===== config.mk =====
export PLATFORM = sky130hd
export DESIGN_NAME = dhkv_front
export DESIGN_NICKNAME = d
export VERILOG_FILES = /design/src/hdl/dhkv_pkg.sv /design/src/hdl/dhkv_front.sv
export SDC_FILE = /design/constraint.sdc
export NUM_CORES = 2
export LEC_CHECK = 0
export BUFFER_PORTS_ARGS = -buffer_cell sky130_fd_sc_hd__buf_2
export CAP_MARGIN = 20
export CORE_MARGIN = 2
export CORE_UTILIZATION = 50
export CTS_CLUSTER_SIZE = 10
export DETAILED_ROUTE_END_ITERATION = 6
export GPL_ROUTABILITY_DRIVEN = 0
export PLACE_DENSITY = 0.67
export SETUP_SLACK_MARGIN = 0.2
export SLEW_MARGIN = 0
export SYNTH_ARGS = -nofsm -noshare
export SYNTH_HDL_FRONTEND = slang
export SYNTH_SLANG_ARGS = --single-unit

===== constraint.sdc =====
create_clock -name aclk -period 13.95 [get_ports aclk]
set_input_delay 2.79 -clock aclk [delete_from_list [all_inputs] [get_ports aclk]]
set_output_delay 2.79 -clock aclk [all_outputs]
set_load 0.01 [all_outputs]

===== src/hdl/dhkv_pkg.sv =====
`default_nettype none
package dhkv_pkg;
    localparam logic [63:0] FNV_PRIME    = 64'd1099511628211;
    localparam logic [63:0] OFFSET_START = 64'd14695981039346656037;
    localparam logic [63:0] OFFSET_STEP  = 64'd3300246481284065416;

    // register index of the table size
    localparam logic [1:0] REG_TABLE_LOG2 = 2'd0;

    typedef enum logic [1:0] {
        OP_INSERT = 2'd0,
        OP_SEARCH = 2'd1,
        OP_REMOVE = 2'd2,
        OP_NONE   = 2'd3
    } op_t;

    typedef enum logic [2:0] {
        ST_INSERTED  = 3'd0,
        ST_REPLACED  = 3'd1,
        ST_FOUND     = 3'd2,
        ST_NOT_FOUND = 3'd3,
        ST_REMOVED   = 3'd4,
        ST_FULL      = 3'd5
    } status_t;

    // classified word passed from hash front to probe back
    typedef struct packed {
        op_t          op;
        logic [63:0]  key;
        logic [3:0]   len;
        logic [31:0]  value;
        logic [63:0]  h_start;
        logic [63:0]  h_step;
    } job_t;
endpackage
`default_nettype wire


===== src/hdl/dhkv_front.sv =====
`default_nettype none
module dhkv_front
    import dhkv_pkg::*;
#(
    parameter int MAX_KEY_BYTES = 8
) (
    input  wire logic        aclk,
    input  wire logic        aresetn,
    input  wire logic        in_valid,
    output logic             in_ready,
    input  wire logic [1:0]  in_op,
    input  wire logic [63:0] in_key,
    input  wire logic [3:0]  in_len,
    input  wire logic [31:0] in_value,
    output logic             job_valid,
    input  wire logic        job_ready,
    output job_t             job
);
    typedef enum logic [2:0] {
        F_IDLE = 3'b001,
        F_HASH = 3'b010,
        F_DONE = 3'b100
    } fstate_t;

    fstate_t     state_reg, state_next;
    job_t        job_reg;
    logic [3:0]  idx_reg;
    logic [3:0]  len_c;
    logic [63:0] kmask;
    logic [7:0]  byte_c;

    // multiply by the FNV prime (2^40 + 0x1B3) as shifts and adds
    function automatic logic [63:0] fnv_mul(input logic [63:0] x);
        return (x << 40) + (x << 8) + (x << 7) + (x << 5) + (x << 4) + (x << 1) + x;
    endfunction

    // clamp length and mask key bytes past it
    always_comb begin
        len_c = (in_len > 4'(MAX_KEY_BYTES)) ? 4'(MAX_KEY_BYTES) : in_len;
        kmask = (len_c >= 4'd8) ? '1 : ((64'd1 << {len_c, 3'b000}) - 64'd1);
        byte_c = job_reg.key[{idx_reg[2:0], 3'b000} +: 8];
    end

    assign in_ready  = (state_reg == F_IDLE);
    assign job_valid = (state_reg == F_DONE);
    assign job       = job_reg;

    always_comb begin
        state_next = state_reg;
        unique case (state_reg)
            F_IDLE: if (in_valid) state_next = F_HASH;
            F_HASH: if (idx_reg >= job_reg.len) state_next = F_DONE;
            F_DONE: if (job_ready) state_next = F_IDLE;
            default: state_next = F_IDLE;
        endcase
    end

    always_ff @(posedge aclk) begin
        if (!aresetn) begin
            state_reg <= F_IDLE;
        end else begin
            state_reg <= state_next;
        end
    end

    // advance both hashes one byte a cycle
    always_ff @(posedge aclk) begin
        if (state_reg == F_IDLE && in_valid) begin
            job_reg.op      <= op_t'(in_op);
            job_reg.key     <= in_key & kmask;
            job_reg.len     <= len_c;
            job_reg.value   <= in_value;
            job_reg.h_start <= OFFSET_START;
            job_reg.h_step  <= OFFSET_STEP;
            idx_reg         <= 4'd0;
        end else if (state_reg == F_HASH && idx_reg < job_reg.len) begin
            job_reg.h_start <= fnv_mul(job_reg.h_start ^ {56'd0, byte_c});
            job_reg.h_step  <= fnv_mul(job_reg.h_step ^ {56'd0, byte_c});
            idx_reg         <= idx_reg + 4'd1;
        end
    end
endmodule
`default_nettype wire


==> out/summary.txt <==
hold path cells: 2
initial antenna violation count: 1
Reg-to-Reg Start: idx_reg[0]
Synth Register Bits: 237
Layout Skew: 0.0513 ns
die area: 59500 sq um
drt drc: 0
HPWL after detailed placement: 62000 um
max-cap viol count: 0
WL/cell: 19.3 um
gr ovfl total: 0
status: finished clean
CTS tree: built
H-tree depth: 1
dpl cells: 3904
Tcrit/Tclk final: 55.3%
number of flops mapped to enable cells by yosys: 102
worst-path fanout max: 14
Slew @ Worst Pin: 1.08 ns
Distinct cells, synth: 77
Port Buffer Count: 337
share of cells above drive strength 1: 13.5%
Final Hold Vio Count: 0
fmax: 130 MHz
DRT Pass-1 Iters: 5
Total Routing Usage GR: 26.3%
final wirelength: 76300 um
Cell Count, Final, Fillers Out: 3959
Slew Limit Fails: 0
CP Class: reg2reg
hold_sp: job[65]
Layout Nets: 4002
Primary FF master, synth: dfxtp_1
total CTS buffers: 30
minimum clock period: 7.71 ns
Die X: 244 um
sequential area share after synthesis: 20.0%
Via Count: 21560
vias in the first global route: 22817
Hold EP: job[65]
Longest Clk Path Bufs: 3
Mapped Area: 28800 sq um
most frequent cells in the layout: inv_1, fa_1, buf_2
Setup crit start kind: flop
syn_nets: 3710
Req. time, crit path: 14.38 ns
DRT iter0 DRCs: 1255
first-pass GRT wire length: 124000 um
most common cell after layout, fill and taps aside: inv_1
routed vias/inst: 5.45
Root Driver: clkbuf_16
Clk Latency, worst-skew pair: 0.61 ns
slowest CP cell: o31ai_1
number of setup violations in the final report: 0
initial core utilization: 50.9%
Cells after Synth: 2888
register-to-register setup slack: 6.24 ns
critical-path cell list: buf_4 -> mux4_2 -> mux2i_1 -> xor2_1 -> inv_1 -> fa_1 -> inv_1 -> fa_1 -> inv_1 -> fa_1 -> ha_1 -> ha_1 -> and3_1 -> and4_1 -> a221oi_1 -> a21oi_2 -> a41oi_2 -> o31ai_1 -> a31oi_1 -> a21oi_1 -> xnor2_1 -> a21oi_1
average footprint of a synthesized cell: 9.97 sq um
r2r worst-path depth: 22
Reg-to-Reg End: job[63]
hold_buf cts: 0
Hold WS: 0.497 ns
Critical Path Sink Type: flop
RSZ-0062 raised after global routing: no
post-cts gate resize count: 0
ANT nets after route: 0
largest net degree at the start of global routing: 97
Final TNS setup: 0 ns
Layout area overhead: 11.6%
Max transition margin: 27.7%
Layout fillers: 5046
clk sinks: 237
die height: 244 um
area of the core: 56600 sq um
clk slew on worst S/H paths: 0.06 ns
YS warnings: 0
Largest stage delay, worst path: 0.81 ns
Worst Hold Class: reg2reg
Post-synth ARST share: 0%
Top Ports: 338
row count: 87
CP arrival: 8.14 ns
number of flip-flops in the largest register: 230
setup bufs post-CTS: 0
-- cells by family after synthesis --
logic type,after synthesis,share of synthesized area (%)
fa+ha+maj,716,43.9
flops,237,20.0
mux,26,1.60
xor+xnor,155,4.72
simple gates,547,9.27
compound gates,522,11.6
buf+inv,685,8.94
-- Yosys cell counts (14+ instances only) --
cell type	instances	area share, %
mux4_2	16	1.3
clkbuf_1	82	1.1
o21ai_0	109	1.9
o211ai_1	36	0.94
o21bai_1	25	0.65
fa_1	489	34
xnor2_1	106	3.2
ha_1	227	9.9
and3_1	14	0.30
nand2b_1	15	0.33
a31oi_1	23	0.50
dfxtp_1	135	9.4
a21o_1	44	1.1
edfxtp_1	102	11
xor2_1	49	1.5
nor2b_1	68	1.5
nor3_1	21	0.37
nand3_1	51	0.89
inv_1	594	7.7
nand2_1	192	2.5
and2_1	14	0.30
a21oi_1	178	3.1
nor2_1	97	1.3
nand4_1	29	0.63
-- cell type report --
type                    instances  area (sq um)  share of cell area [%]
multi-input cells            1966         20500                    63.7
flip-flops and latches        237          5770                    17.9
inverters                     595          2240                    6.96
repair buffers                350          1780                    5.55
well taps                     756           946                    2.94
clock buffers                  48           858                    2.67
clock inverters                 6          83.8                   0.261
diodes                          1          2.50                 0.00779
-- metrics by stage --
stage | worst slack (ns) | area, sq um | util [%]
floorplan | 6.92 | 28800 | -
detailed placement | 6.29 | 31200 | 55.1
global placement | 6.49 | 31200 | 55.1
global route | 5.53 | 32100 | 56.8
CTS | 6.21 | 32100 | 56.8
finish | 6.24 | 32100 | 56.8
-- critical path: cells and delay by family (launching register included) --
| family | cells | cell delay [ns] |
|---|---|---|
| fa+ha+maj | 5 | 2.18 |
| compound gates | 7 | 1.98 |
| mux | 2 | 0.87 |
| xor+xnor | 2 | 0.84 |
| buf+inv | 4 | 0.65 |
| flops | 1 | 0.51 |
| simple gates | 2 | 0.49 |
-- how the worst max path moves through the flow --
stage,from,end,slack (ns)
2_1_floorplan,idx_reg[0],job[44],6.92
3_3_place_gp,idx_reg[0],job[63],6.49
3_5_place_dp,idx_reg[0],job[63],6.29
4_1_cts,idx_reg[0],job[63],6.21
5_1_grt,idx_reg[0],job[63],5.53
6_report,idx_reg[0],job[63],6.24
-- routing by layer --
metal / vias to the layer above / routed length (um) / track usage (%)
met5: - / 0 / 0
met4: 0 / 2340 / 7.94
met3: 129 / 4240 / 3.37
met2: 633 / 37200 / 44.2
met1: 10825 / 32500 / 35.6
li1: 9973 / - / -
Power is left out: the tool's default activity adds up to more than one toggle a clock period on the data nets, which glitch-free logic cannot reach.
