## config.mk

```make
export PLATFORM = sky130hd
export DESIGN_NAME = dhkv_queue
export DESIGN_NICKNAME = d
export VERILOG_FILES = /design/src/hdl/dhkv_pkg.sv /design/src/hdl/dhkv_queue.sv
export SDC_FILE = /design/constraint.sdc
export NUM_CORES = 1
export LEC_CHECK = 0
export BUFFER_PORTS_ARGS = -buffer_cell sky130_fd_sc_hd__buf_4
export CAP_MARGIN = 25
export CORE_AREA = 4 4 191 193
export CTS_CLUSTER_SIZE = 10
export DETAILED_ROUTE_END_ITERATION = 10
export DIE_AREA = 0 0 195 197
export GPL_ROUTABILITY_DRIVEN = 0
export PLACE_DENSITY_LB_ADDON = 0.05
export SLEW_MARGIN = 5
export SYNTH_ARGS = -nofsm -noshare
export SYNTH_HDL_FRONTEND = slang
export SYNTH_SLANG_ARGS = --single-unit
```

## constraint.sdc

```tcl
create_clock -name aclk -period 17.6 [get_ports aclk]
set_clock_uncertainty 0.15 [all_clocks]
set_input_delay 1.76 -clock aclk [delete_from_list [all_inputs] [get_ports aclk]]
set_output_delay 1.76 -clock aclk [all_outputs]
set_load 0.02 [all_outputs]
```

## src/hdl/dhkv_pkg.sv

```systemverilog
`default_nettype none
package dhkv_pkg;
    localparam logic [63:0] FNV_PRIME    = 64'd1099511628211;
    localparam logic [63:0] OFFSET_START = 64'd14695981039346656037;
    localparam logic [63:0] OFFSET_STEP  = 64'd3300246481284065416;

    // register index of the table size
    localparam logic [1:0] REG_TABLE_LOG2 = 2'd0;

    typedef enum logic [1:0] {
        OP_INSERT = 2'd0,
        OP_SEARCH = 2'd1,
        OP_REMOVE = 2'd2,
        OP_NONE   = 2'd3
    } op_t;

    typedef enum logic [2:0] {
        ST_INSERTED  = 3'd0,
        ST_REPLACED  = 3'd1,
        ST_FOUND     = 3'd2,
        ST_NOT_FOUND = 3'd3,
        ST_REMOVED   = 3'd4,
        ST_FULL      = 3'd5
    } status_t;

    // classified word passed from hash front to probe back
    typedef struct packed {
        op_t          op;
        logic [63:0]  key;
        logic [3:0]   len;
        logic [31:0]  value;
        logic [63:0]  h_start;
        logic [63:0]  h_step;
    } job_t;
endpackage
`default_nettype wire

```

## src/hdl/dhkv_queue.sv

```systemverilog
`default_nettype none
module dhkv_queue
    import dhkv_pkg::*;
(
    input  wire logic aclk,
    input  wire logic aresetn,
    input  wire logic wr_valid,
    output logic      wr_ready,
    input  job_t      wr_data,
    output logic      rd_valid,
    input  wire logic rd_ready,
    output job_t      rd_data
);
    job_t       mem_reg [2];
    logic [1:0] cnt_reg;
    logic       wp_reg, rp_reg;
    logic       push, pop;

    assign wr_ready = (cnt_reg != 2'd2);
    assign rd_valid = (cnt_reg != 2'd0);
    assign rd_data  = mem_reg[rp_reg];
    assign push = wr_valid && wr_ready;
    assign pop  = rd_valid && rd_ready;

    always_ff @(posedge aclk) begin
        if (!aresetn) begin
            cnt_reg <= 2'd0;
            wp_reg  <= 1'b0;
            rp_reg  <= 1'b0;
        end else begin
            if (push) wp_reg <= ~wp_reg;
            if (pop) rp_reg <= ~rp_reg;
            cnt_reg <= cnt_reg + {1'b0, push} - {1'b0, pop};
        end
    end

    always_ff @(posedge aclk) begin
        if (push) mem_reg[wp_reg] <= wr_data;
    end
endmodule
`default_nettype wire

```

==> results of run 1 <==
-- metal layers --
metal | up-vias | part of all wire [%] | GRT usage [%]
met1 | 4314 | 36 | 22.79
met2 | 366 | 51 | 32.78
li1 | 3948 | - | -
met4 | 6 | 3.0 | 7.499
met5 | - | 0.10 | 0
met3 | 72 | 10 | 8.547
-- power groups by stage --
| stage | sequential (mW) | combinational, mW | clock, mW |
|---|---|---|---|
| floorplan | 1.49 | 0.721 | 0 |
| global placement | 1.47 | 1.03 | 0 |
| detailed placement | 1.48 | 1.04 | 0 |
| CTS | 1.46 | 1.04 | 0.947 |
| global route | 1.47 | 1.08 | 0.994 |
| finish | 1.45 | 1.03 | 0.921 |
-- critical path: cells and delay by family (launching register included) --
| kind | cells | cell delay (ps) |
|---|---|---|
| flops | 1 | 980 |
| buf+inv | 3 | 2010 |
| mux | 1 | 360 |
-- placed cells by master (no fill, tap or decap), drive strengths merged, types with 2 or more instances in the layout --
master  Yosys  layout
dfxtp       5       5
nand2       2       2
mux2      230     230
buf        26     475
xnor2       3       3
nand2b      2       2
clkbuf      0      75
and2        2       2
ha          2       2
nor2b       2       2
edfxtp    460     460
diode       0       4
-- metrics by stage --
step / hold slack [ps] / util, % / area [sq um]
after floorplan: 304.9 / - / 17850
after global placement: 364.4 / 62.37 / 21540
after detailed placement: 376.4 / 62.45 / 21570
after CTS: 385.6 / 66.54 / 22990
after global routing: 419.1 / 66.57 / 23000
final: 384.7 / 66.57 / 23000
-- final cells by class --
class | instances | area share [%]
flip-flops and latches | 465 | 60.52
inverters | 1 | 0.01632
diodes | 4 | 0.04353
clock inverters | 1 | 0.02176
repair buffers | 475 | 15.65
well taps | 455 | 2.476
clock buffers | 75 | 6.127
multi-input cells | 248 | 15.15
-- cells by family after synthesis --
group	Yosys count	synth area share [%]
AO/OA/AOI/OAI	1	0.04206
XOR/XNOR	3	0.1472
adder cells (fa/ha/maj)	2	0.1401
buffers and inverters	27	2.635
flip-flops	465	77.93
multiplexers	231	18.77
AND/OR/NAND/NOR	11	0.3434
-- worst max-delay path by stage --
| stage | cells past startpoint | from | endpoint | slack (ps) |
|---|---|---|---|---|
| 2_1_floorplan | 2 | wr_valid | mem_reg[0][0]$_DFFE_PP_ | 5230 |
| 3_3_place_gp | 4 | flip-flop | rd_data[169] | 12170 |
| 3_5_place_dp | 4 | flip-flop | rd_data[175] | 12160 |
| 4_1_cts | 4 | flip-flop | rd_data[175] | 11570 |
| 5_1_grt | 4 | flip-flop | rd_data[206] | 11440 |
| 6_report | 4 | flip-flop | rd_data[74] | 11680 |
==> impl_metrics.json, run 1 <==
{
  "timing.critical_path.required_ps": 15690,
  "grt_overflow_total": 0,
  "num-nets-final": 1479,
  "worst_hold_startpoint": "wp_reg$_SDFFE_PN0N_",
  "switchingPower_mw": 0.9624,
  "track_usage_pct": 19.69,
  "floorplan.core_area_sq_um": 34540,
  "via_density": 5.050,
  "setup_total_negative_slack_ps": 0,
  "post-cts-setup-buffers": 0,
  "ys_top_cells_by_count": "edfxtp_1, mux2_4, mux2_2",
  "worst_r2r_endpoint": "mem_reg[1][198]$_DFFE_PP_",
  "starting_density_of_the_core_pct": 51.69,
  "syn_inst": 740,
  "synth_top_area_share_pct": 77.37,
  "hold_end": "wp_reg$_SDFFE_PN0N_",
  "post-route-min-period_ps": 5918,
  "port-buffer-count": 465,
  "holdBufCountCts": 0,
  "place_ws_ps": 12160,
  "synthDominantAreaCellType": "edfxtp_1",
  "rsz0062_at_grt": "false",
  "postRouteWirelength_um": 39660,
  "routed-via-count": 8706,
  "internal_power_mw": 2.437,
  "filler_cell_count": 2380,
  "max-slew-margin-rel_pct": 29.79,
  "synth.lib_cells_used.distinct": 19,
  "route.detailed.drc": 0,
  "synth-seq-cells": 465,
  "root_cell_of_the_clock_tree": "clkbuf_16",
  "wire_per_inst_um": 23.00,
  "grt_max_degree": 126,
  "timing.fmax_mhz": 169.0,
  "number_of_placed_i_o_pins": 466,
  "cts.path.max_buffers": 3,
  "post_cts.resized_instances": 0,
  "synth-async-reset-ratio_pct": 0,
  "die_h_um": 197,
  "syn_avg_cell_area_sq_um": 24.13,
  "multiInputGateArea_sq_um": 3483,
  "synth_enable_flop_cells": 460,
  "worst_setup_path_start_kind": "flip-flop",
  "cts_inserted_buffers": 52,
  "slowest_stage": "dfxtp_4",
  "layout_worst_path_cycle_share_pct": 33.63,
  "area_growth_syn_to_layout_pct": 28.79,
  "yosysWarnings": 0,
  "final_antenna_net_count": 0,
  "setup.worst_path.end_class": "primary output",
  "crit_path_cell_trace": "buf_4 > buf_4 > mux2_4 > buf_4",
  "die-area_sq_um": 38420,
  "grt_pass1_wl_um": 56790,
  "post_layout_nonfiller_instances": 1724,
  "cpPeakStageDelay_ps": 980,
  "worst_slew_pin_slew_ps": 1053,
  "r2r_slack_ps": 14810,
  "arrival_ps": 4010,
  "design_power_total_mw": 3.400,
  "final.setup.worst_slack_ps": 11680,
  "hold_violations": 0,
  "syn_std_cell_area_sq_um": 17850,
  "power-per-cell-area_nw_per_um2": 147.8,
  "first_iter_violations": 423,
  "layout-drive-gt1-share_pct": 60.32,
  "synth_nets": 976,
  "netlist_top_cells_area": "edfxtp_1, mux2_4, buf_12",
  "drt-pass1-iter-count": 4,
  "cts_tree": "done",
  "synth_sequential_area_ratio_pct": 77.93,
  "row_count": 68,
  "clock_tree.htree_level_count": 2,
  "clock_latency_ps": 550,
  "antenna_violations_before_repair": 7,
  "instance_count_after_placement_with_tap_cells_included": 1644,
  "cts_sinks": 465,
  "timing.final.max_slew_violations": 0,
  "clk_transition_reported_paths_ps": 50,
  "synth-main-ff-cell": "edfxtp_1",
  "timing.hold.worst_path_depth": 2,
  "post-synth-top-count-cell": "edfxtp_1",
  "dpl.hpwl_um": 28030,
  "via_count_of_the_first_global_routing_pass": 9250,
  "switching_power_share_of_the_total_pct": 28.31,
  "p_leak_nw": 8.921,
  "seq_power_share_pct": 42.7,
  "regToRegStartpoint": "cnt_reg[0]$_SDFF_PN0_",
  "seqCellArea_sq_um": 13920,
  "largest_register_ffs": 460,
  "max_cap_viol_count": 0,
  "timing.critical_path.fanout_max": 59,
  "outcome": "completed",
  "irDropWorstVdd_mv": 0.09842,
  "setup.worst_path.class": "reg -> out",
  "finalSetupViolCount": 0,
  "critPathMostFrequentCell": "buf_4",
  "die_width_um": 195,
  "clkPwrFrac_pct": 27.1,
  "ff2ff_path_depth": 3,
  "relative_contribution_of_combinational_cells_to_total_power_pct": 30.2,
  "hp-class": "reg -> reg"
}
(Power assumes the default switching activity.)
==> run 2, diff against run 1 <==
- ABC_AREA: default -> 1
- CORE_AREA: 4 4 191 193 -> 4 4 198 200
- DIE_AREA: 0 0 195 197 -> 0 0 202 204
- clock period: 17.6 -> 4.8 ns (I/O delays scaled with it)
==> impl_metrics.json, run 2 <==
{
  "hold_violations": 0,
  "layout_worst_path_cycle_share_pct": 65.11,
  "r2r_slack_ps": 2660,
  "met2_length_um": 20590,
  "cts_sinks": 465,
  "routed-via-count": 9662,
  "post_layout_nonfiller_instances": 2028,
  "clk_transition_reported_paths_ps": 60,
  "layout-drive-gt1-share_pct": 50.43,
  "post-cts-setup-buffers": 0,
  "postRouteWirelength_um": 40940,
  "p_leak_nw": 9.944,
  "cts_tree": "done",
  "cts_inserted_buffers": 52,
  "num-nets-final": 1724,
  "placed_standard_cell_area_sq_um": 21720,
  "syn_avg_cell_area_sq_um": 23.75,
  "setup.worst_path.end_class": "primary output",
  "outcome": "completed",
  "synth-seq-cells": 465,
  "synth_nets": 988,
  "layout_common_cells": "buf_4, edfxtp_1, dlygate4sd3_1, mux2_4, clkbuf_16",
  "hold_end": "wp_reg$_SDFFE_PN0N_",
  "root_cell_of_the_clock_tree": "clkbuf_16",
  "worst_slew_pin_slew_ps": 860.8,
  "grt_overflow_total": 0,
  "setup_total_negative_slack_ps": 0,
  "rsz0062_at_grt": "false",
  "highest_layer": "met5",
  "port-buffer-count": 465,
  "drt-met1-wl_um": 15520,
  "synth_top_area_share_pct": 77.34,
  "synth-main-ff-cell": "edfxtp_1",
  "antenna_violations_before_repair": 5,
  "crit_path_cell_trace": "buf_12 > mux2_4 > buf_4",
  "arrival_ps": 2500,
  "synth_sequential_area_ratio_pct": 77.90,
  "met3RoutedLength_um": 3479,
  "hold_slack_ps": 41.62,
  "worst_setup_path_start_kind": "flip-flop",
  "timing.fmax_mhz": 320.0,
  "ff2ff_path_depth": 5,
  "netlist_top_cells_area": "edfxtp_1, mux2_4, buf_12",
  "cts.path.max_buffers": 3,
  "largest_register_ffs": 460,
  "slowest_stage": "dfxtp_4",
  "synth.lib_cells_used.distinct": 13,
  "syn_std_cell_area_sq_um": 17860,
  "track_usage_pct": 19.46,
  "timing.critical_path.required_ps": 4170,
  "critPathTopFamily": "flip-flops",
  "die-area_sq_um": 41210,
  "setup.worst_path.class": "reg -> out",
  "cpPeakStageDelay_ps": 880,
  "starting_density_of_the_core_pct": 47.76,
  "grt_max_degree": 126,
  "ys_top_cells_by_count": "edfxtp_1, mux2_4, mux2_2",
  "final_antenna_net_count": 0,
  "via_count_of_the_first_global_routing_pass": 10540,
  "power-per-cell-area_nw_per_um2": 496.7,
  "route.detailed.drc": 0,
  "grt_pass1_wl_um": 61180,
  "synthDominantAreaCellType": "edfxtp_1",
  "synth_enable_flop_cells": 460,
  "timing.final.max_slew_violations": 0,
  "via_density": 4.764,
  "synth-async-reset-ratio_pct": 0,
  "first_iter_violations": 391,
  "max_cap_viol_count": 0,
  "die_width_um": 202,
  "timing.critical_path.fanout_max": 55,
  "irDropWorstVdd_mv": 0.3815,
  "clock_latency_ps": 570,
  "hp-class": "in -> reg",
  "floorplan.core_area_sq_um": 37400,
  "post-route-min-period_ps": 3125,
  "wire_per_inst_um": 20.19,
  "regToRegStartpoint": "cnt_reg[0]$_SDFF_PN0_",
  "clock_tree.htree_level_count": 2,
  "post-synth-top-count-cell": "edfxtp_1",
  "number_of_placed_i_o_pins": 466,
  "worst_hold_startpoint": "wr_valid",
  "mostFrequentLayoutCell": "buf_4",
  "row_count": 71,
  "die_h_um": 204,
  "final_design_area_no_fill_sq_um": 25460,
  "syn_inst": 752,
  "dpl.hpwl_um": 27110,
  "critical_path_buf_inv_count": 2,
  "max-slew-margin-rel_pct": 42.61,
  "timing.hold.worst_path_depth": 3,
  "area_growth_syn_to_layout_pct": 42.56,
  "worst_r2r_endpoint": "mem_reg[0][165]$_DFFE_PP_",
  "yosysWarnings": 0,
  "drt-pass1-iter-count": 5,
  "filler_cell_count": 2441,
  "finalSetupViolCount": 0,
  "instance_count_after_placement_with_tap_cells_included": 1714
}
[run 2: area by class of cell]
type                       instances  area (sq um)  share of cell area (%)
sequential                       465         13920                   54.66
timing repair buffer             708          5981                   23.49
multi-input combinational        254          3462                   13.60
clock buffer                      79          1424                   5.592
tap                              511         639.4                   2.511
inverter                           7         30.03                  0.1179
antenna                            4         10.01                 0.03931
[run 2: kinds of logic after synthesis]
family,synth area share (%)
flip-flops,77.90
multiplexers,18.70
buffers and inverters,2.760
AND/OR/NAND/NOR,0.4413
AO/OA/AOI/OAI,0.05604
adder cells (fa/ha/maj),0.1401
[run 2: power breakdown]
part	switching [mW]	internal (mW)
Combinational	2.01	1.91
Clock	1.40	2.00
Sequential	0.186	5.14
Total	3.60	9.05
[run 2: worst max path at each step]
stage | end | cells past startpoint | start
finish | rd_data[91] | 3 | flip-flop
global route | rd_data[173] | 3 | flip-flop
CTS | rd_data[202] | 3 | flip-flop
detailed placement | rd_data[202] | 3 | flip-flop
global placement | rd_data[202] | 3 | flip-flop
floorplan | mem_reg[0][0]$_DFFE_PP_ | 4 | cnt_reg[0]$_SDFF_PN0_
[run 2: worst min-delay path: stages]
cell     delay (ps)
buf_4            90
a21oi_1          60
nor2_1           90
[run 2: metal layers]
layer / track usage (%) / vias up
li1: - / 4448
met1: 22.72 / 4777
met2: 33.41 / 361
met3: 6.807 / 72
met4: 7.251 / 4
met5: 0 / -
[run 2: timing repair]
item | CTS | global route
gates resized for setup | 0 | 0
endpoints found under the hold margin | 465 | 0
hold buffers | 231 | 0
[run 2: stage by stage]
| stage | worst slack (ps) | utilization, % | power [mW] |
|---|---|---|---|
| after CTS | 1604 | 68.06 | 12.81 |
| after detailed placement | 2228 | 58.07 | 9.206 |
| after global routing | 1553 | 68.08 | 13.21 |
| after global placement | 2228 | 58.07 | 9.177 |
| final | 1675 | 68.08 | 12.65 |
| after floorplan | 54.56 | - | 7.937 |
